<file path="config.mk">
export PLATFORM = sky130hd
export DESIGN_NAME = ecg_packet_deframer
export DESIGN_NICKNAME = d
export VERILOG_FILES = /design/src/rtl/ecgpd_pkg.sv /design/src/rtl/ecgpd_parser.sv /design/src/rtl/ecg_packet_deframer.sv
export SDC_FILE = /design/constraint.sdc
export NUM_CORES = 1
export LEC_CHECK = 0
export BUFFER_PORTS_ARGS = -buffer_cell sky130_fd_sc_hd__buf_2
export CORE_MARGIN = 2
export CORE_UTILIZATION = 56
export DETAILED_ROUTE_END_ITERATION = 16
export PLACE_DENSITY = 0.79
export SYNTH_ARGS = -nofsm -noshare
export SYNTH_HDL_FRONTEND = slang
export SYNTH_SLANG_ARGS = --single-unit
</file>
<file path="constraint.sdc">
create_clock -name i_clk -period 5.5 [get_ports i_clk]
set_input_delay 0.825 -clock i_clk [delete_from_list [all_inputs] [get_ports i_clk]]
set_output_delay 0.825 -clock i_clk [all_outputs]
set_load 0.03 [all_outputs]
</file>
<file path="src/rtl/ecgpd_pkg.sv">
package ecgpd_pkg;

    localparam int DATA_BYTES = 7;
    localparam int IDX_W      = $clog2(DATA_BYTES);
    localparam int ID_W       = 7;
    localparam int BYTE_W     = 8;
    localparam int CH_W       = 16;

    localparam logic [ID_W-1:0] PACKET_ID_RST = 7'h08;
    localparam logic [BYTE_W-2:0] LOW7_MASK  = 7'h7f;

    typedef enum logic [4:0] {
        PH_IDLE   = 5'b00001,
        PH_HEADER = 5'b00010,
        PH_DATA   = 5'b00100,
        PH_CHECK  = 5'b01000,
        PH_DONE   = 5'b10000
    } t_phase;

    typedef struct packed {
        logic            emit;
        logic [CH_W-1:0] ch_a;
        logic [CH_W-1:0] ch_b;
        logic [CH_W-1:0] ch_c;
    } t_parse_out;

endpackage

</file>
<file path="src/rtl/ecgpd_parser.sv">
module ecgpd_parser (
    input  logic                       i_clk,
    input  logic                       i_rst_n,
    input  logic                       i_step,
    input  logic [ecgpd_pkg::BYTE_W-1:0] i_byte,
    input  logic [ecgpd_pkg::ID_W-1:0]   i_packet_id,
    output ecgpd_pkg::t_parse_out       o_res
);
    import ecgpd_pkg::*;

    t_phase             r_phase, n_phase, eff_phase;
    logic [BYTE_W-1:0]  r_hdr, n_hdr;
    logic [IDX_W-1:0]   r_idx, n_idx;
    logic [BYTE_W-1:0]  r_rest [DATA_BYTES];
    logic               wr_en;
    logic [BYTE_W-1:0]  wr_data;

    // any byte with bit 7 clear resynchronises to idle
    always_comb begin
        eff_phase = i_byte[BYTE_W-1] ? r_phase : PH_IDLE;
    end

    always_comb begin
        n_phase = eff_phase;
        n_hdr   = r_hdr;
        n_idx   = r_idx;
        wr_en   = 1'b0;
        wr_data = {r_hdr[r_idx], i_byte[BYTE_W-2:0] & LOW7_MASK};
        o_res.emit = 1'b0;
        o_res.ch_a = {r_rest[0], r_rest[1]};
        o_res.ch_b = {r_rest[2], r_rest[3]};
        o_res.ch_c = {r_rest[4], r_rest[5]};
        unique case (eff_phase)
            PH_IDLE: begin
                if (i_byte == {1'b0, i_packet_id}) begin
                    n_phase = PH_HEADER;
                    n_hdr   = '0;
                end
            end
            PH_HEADER: begin
                n_hdr   = i_byte;
                n_idx   = '0;
                n_phase = PH_DATA;
            end
            PH_DATA: begin
                wr_en = 1'b1;
                if (r_idx == IDX_W'(DATA_BYTES - 1)) begin
                    n_idx   = '0;
                    n_phase = PH_CHECK;
                end else begin
                    n_idx = r_idx + IDX_W'(1);
                end
            end
            PH_CHECK: begin
                // checksum byte is swallowed unchecked
                o_res.emit = 1'b1;
                n_phase    = PH_DONE;
            end
            PH_DONE: begin
                n_phase = PH_DONE;
            end
            default: begin
                n_phase = PH_IDLE;
            end
        endcase
    end

    always_ff @(posedge i_clk) begin
        if (!i_rst_n) begin
            r_phase <= PH_IDLE;
            r_hdr   <= '0;
            r_idx   <= '0;
        end else if (i_step) begin
            r_phase <= n_phase;
            r_hdr   <= n_hdr;
            r_idx   <= n_idx;
        end
    end

    always_ff @(posedge i_clk) begin
        if (i_step && wr_en) begin
            r_rest[r_idx] <= wr_data;
        end
    end

endmodule

</file>
<file path="src/rtl/ecg_packet_deframer.sv">
// Byte-serial deframer: one received byte per beat, sustained one beat per cycle. A byte with
// bit 7 clear resyncs and is matched against packet_id; then a header byte, seven data bytes
// (bit 7 restored from the header) and an unchecked checksum byte. One result of three 16-bit
// channels is issued per packet after the checksum beat is accepted, through an input register
// and a result register. The input side stalls only while a checksum beat sits in the input
// register and the previous result is still held by a stalled output.
module ecg_packet_deframer (
    input  logic                          i_clk,
    input  logic                          i_rst_n,
    input  logic                          i_rx_valid,
    output logic                          o_rx_stall,
    input  logic [ecgpd_pkg::BYTE_W-1:0]  i_rx_byte,
    output logic                          o_res_valid,
    input  logic                          i_res_stall,
    output logic [ecgpd_pkg::CH_W-1:0]    o_channel_a,
    output logic [ecgpd_pkg::CH_W-1:0]    o_channel_b,
    output logic [ecgpd_pkg::CH_W-1:0]    o_channel_c,
    input  logic                          i_cfg_valid,
    output logic                          o_cfg_ready,
    input  logic [ecgpd_pkg::ID_W-1:0]    i_cfg_data
);
    import ecgpd_pkg::*;

    logic [ID_W-1:0]   r_packet_id;
    logic              r_rx_vld;
    logic [BYTE_W-1:0] r_rx_byte;
    logic              r_out_vld;
    logic [CH_W-1:0]   r_ch_a, r_ch_b, r_ch_c;
    t_parse_out        parse;
    logic              out_blocked;
    logic              advance;
    logic              rx_take;

    assign o_cfg_ready = 1'b1;

    always_ff @(posedge i_clk) begin
        if (!i_rst_n) begin
            r_packet_id <= PACKET_ID_RST;
        end else if (i_cfg_valid && o_cfg_ready) begin
            r_packet_id <= i_cfg_data;
        end
    end

    ecgpd_parser u_parser (
        .i_clk       (i_clk),
        .i_rst_n     (i_rst_n),
        .i_step      (advance),
        .i_byte      (r_rx_byte),
        .i_packet_id (r_packet_id),
        .o_res       (parse)
    );

    // a beat that yields no result may move on even with the output held
    assign out_blocked = r_out_vld && i_res_stall;
    assign advance     = r_rx_vld && !(parse.emit && out_blocked);
    assign o_rx_stall  = r_rx_vld && !advance;
    assign rx_take     = i_rx_valid && !o_rx_stall;

    always_ff @(posedge i_clk) begin
        if (!i_rst_n) begin
            r_rx_vld <= 1'b0;
        end else if (rx_take) begin
            r_rx_vld <= 1'b1;
        end else if (advance) begin
            r_rx_vld <= 1'b0;
        end
    end

    always_ff @(posedge i_clk) begin
        if (rx_take) begin
            r_rx_byte <= i_rx_byte;
        end
    end

    always_ff @(posedge i_clk) begin
        if (!i_rst_n) begin
            r_out_vld <= 1'b0;
        end else if (!out_blocked) begin
            r_out_vld <= advance && parse.emit;
        end
    end

    always_ff @(posedge i_clk) begin
        if (advance && parse.emit) begin
            r_ch_a <= parse.ch_a;
            r_ch_b <= parse.ch_b;
            r_ch_c <= parse.ch_c;
        end
    end

    assign o_res_valid = r_out_vld;
    assign o_channel_a = r_ch_a;
    assign o_channel_b = r_ch_b;
    assign o_channel_c = r_ch_c;

endmodule

</file>
==> results_dict.tcl <==
set metrics [dict create \
    gp_congestion 0.800 \
    r2r_slack_ns 2.88 \
    rsz0062_at_grt "no" \
    drive_above_1_share_pct 31.2 \
    grt_pass1_vias 2510 \
    synth-edff-count 104 \
    power.leakage_nw 2.01 \
    postCtsHoldBufs 0 \
    htree_levels 4 \
    skew_ns 0.00608 \
    synthCells 275 \
    startpoint_type "flop" \
    drt_wl_total_um 8560 \
    post_dp_cell_area_um2 5050 \
    start_util_pct 57.0 \
    slew_headroom_pct 18.6 \
    cts_tree "yes" \
    hold_viol_final 0 \
    whs_path_depth 0 \
    layout.cells.non_filler 467 \
    place_inst 435 \
    synth_warnings 0 \
    grt_use_total_pct 20.7 \
    die_area_um2 8980 \
    final_area_um2 5630 \
    worstMarginPinSlew_ns 1.21 \
    cts_resized 0 \
    io_pins 71 \
    area_delta_synth_final_pct 21.9 \
    clock.fmax_ghz 0.334 \
    diodes 0 \
    rows 33 \
    numCtsBuffers 17 \
    synth_ff_type "edfxtp_1" \
    period_minus_slack_ns 3.00 \
    max_cap_viol_count 0 \
    layout.area.seq_um2 3620 \
    fin_tns_setup_ns 0 \
    nets 369 \
    hold_path_class "reg2reg" \
    avgSynthCellArea_um2 16.8 \
    first_iter_violations 177 \
    antenna_left 0 \
    cts-root-buf "clkbuf_8" \
    ys_ff_latch 129 \
    place_ws_ns 2.98 \
    fp.dieW_um 94.8 \
    cts.clk_slew.worst_paths_ns 0.06 \
    die_h_um 94.8 \
    hpwl_um 5280 \
    r2r-end "u_parser.r_rest[1][3]" \
    routedWlPerCell_um 18.3 \
    crit_fanout 9 \
    portBuffers 69 \
    cts_setup_buffers 0 \
    ys_seq_area_share_pct 78.5 \
    vias_per_cell 5.45 \
    vias 2543 \
    min_to "o_channel_a[12]" \
    crit_arrival_ns 2.17 \
    required_ns 4.68 \
    grt_max_degree 50 \
    p_per_area_nw_per_um2 387 \
    status "completed" \
    hp-start "u_parser.r_rest[0][4]" \
    synthesis.area_um2 4620 \
    rr_startpoint "u_parser.r_phase[1]" \
    antenna_found_initial 0 \
    coreArea_um2 8090 \
    finalPower_mw 2.18 \
    yosysUniqueCellTypes 48 \
    grt_pass1_wl_um 13100 \
    clock_latency_ns 0.51 \
    max-clock-path-buffers 2 \
    r2r_cells 4 \
    grt_overflow_total 0 \
    synth_nets 295 \
    finalCritPeriodShare_pct 54.5 \
    fin_ws_ns 2.50 \
    slew_violations 0 \
    firstDrtPassIters 4 \
    drcViolationCount 0 \
    setup_viol 0 \
    ys_async_sr_fraction_pct 0 \
    timing.hold.ws_ns 0.415 \
    irDropWorstVdd_mv 0.299 \
    fillers 536 \
    multi_input_area_um2 930 \
    utilization_pct 69.5 \
    critPathCaptureType "primary output" \
    worst-setup-path-type "reg2out" \
    cts_sinks 129 \
]
[area by class of cell]
class	instances	share of cell area (%)
repair buffers	71	6.41
clock buffers	18	7.43
well taps	105	2.34
inverters	2	0.133
multi-input cells	128	16.5
clock inverters	14	2.76
flip-flops and latches	129	64.4
[flip-flops by register name (all words and copies together) (netlist names), 3 cells and up]
signal            count
r_rx_byte             8
o_channel_b          16
u_parser.r_idx        3
o_channel_a          16
u_parser.r_phase      5
u_parser.r_rest      48
u_parser.r_hdr        8
r_packet_id           7
o_channel_c          16
[layer usage]
layer | wire (um) | share of wire [%] | track usage, % | vias to the layer above
met3 | 432 | 5.0 | 4.95 | 17
met1 | 3690 | 43 | 25.9 | 1241
met2 | 4250 | 50 | 33.6 | 86
met4 | 179 | 2.1 | 10.7 | 0
li1 | - | - | - | 1199
met5 | 0 | 0 | 0 | -
[layout by cell type, fill, tap and decap left out, drive strengths merged, types with 2 or more instances in the layout]
cell and count:
nor4b 3, nor3 4, nor2 6, or3 2, bufinv 2, a21oi 3, o31ai 2, nand3 8
inv 6, clkinv 3, mux2i 10, buf 71, mux4 2, o32ai 2, nor2b 9, a41o 3
nand4 10, o21a 4, o21ai 5, and3 2, xnor2 8, dfxtp 25, mux2 5, and2 2
nand2 19, edfxtp 104, nand2b 3, a21boi 2, clkinvlp 5, clkbuf 18
[Yosys cell counts (4+ instances only)]
cell type	number	area, um^2
clkbuf_1	13	48.8
dfxtp_1	25	500
edfxtp_1	104	3120
mux2_1	4	45.0
mux2i_1	10	100
nand2_1	19	71.3
nand3_1	8	40.0
nand4_1	10	62.6
nor2_1	6	22.5
nor2b_1	9	56.3
o21a_1	4	30.0
o21ai_1	4	20.0
xnor2_1	8	70.1
[worst max-delay path by stage]
stage                                   start                    end  slack, ns  cells after the start
after CTS                 u_parser.r_phase[1]             o_rx_stall       2.48                      4
after global routing      u_parser.r_phase[1]             o_rx_stall       2.38                      4
final                     u_parser.r_phase[1]             o_rx_stall       2.50                      4
after floorplan           u_parser.r_phase[1]         o_channel_a[0]       1.65                      4
after detailed placement  u_parser.r_phase[1]  u_parser.r_rest[1][7]       2.98                      4
after global placement    u_parser.r_phase[1]  u_parser.r_rest[3][1]       3.12                      4
[power by group]
group,switching (mW),internal [mW],total (mW)
Clock,0.418,0.650,1.07
Sequential,0.0178,1.06,1.08
Combinational,0.0179,0.0163,0.0342
Total,0.454,1.72,2.18
[critical path: stages (launching register included)]
cell and delay, ns:
dfxtp_1 0.39, nor4b_2 0.51, nand4b_1 0.28, nor2_1 0.24, buf_2 0.24
[cells by family (layout without fill, tap and decap cells)]
group                     after synthesis  count (layout)  share of synthesized area (%)
and+or+nand+nor                        75              75                           9.24
xor gates and xnor gates                9               9                           1.71
DFF                                   129             129                           78.5
other                                   1               1                         0.0812
buffers and inverters                  18             105                           1.73
AOI/OAI and AO/OA                      26              26                           4.36
muxes                                  17              17                           4.36
No activity file was read; power rests on OpenSTA's default activity.
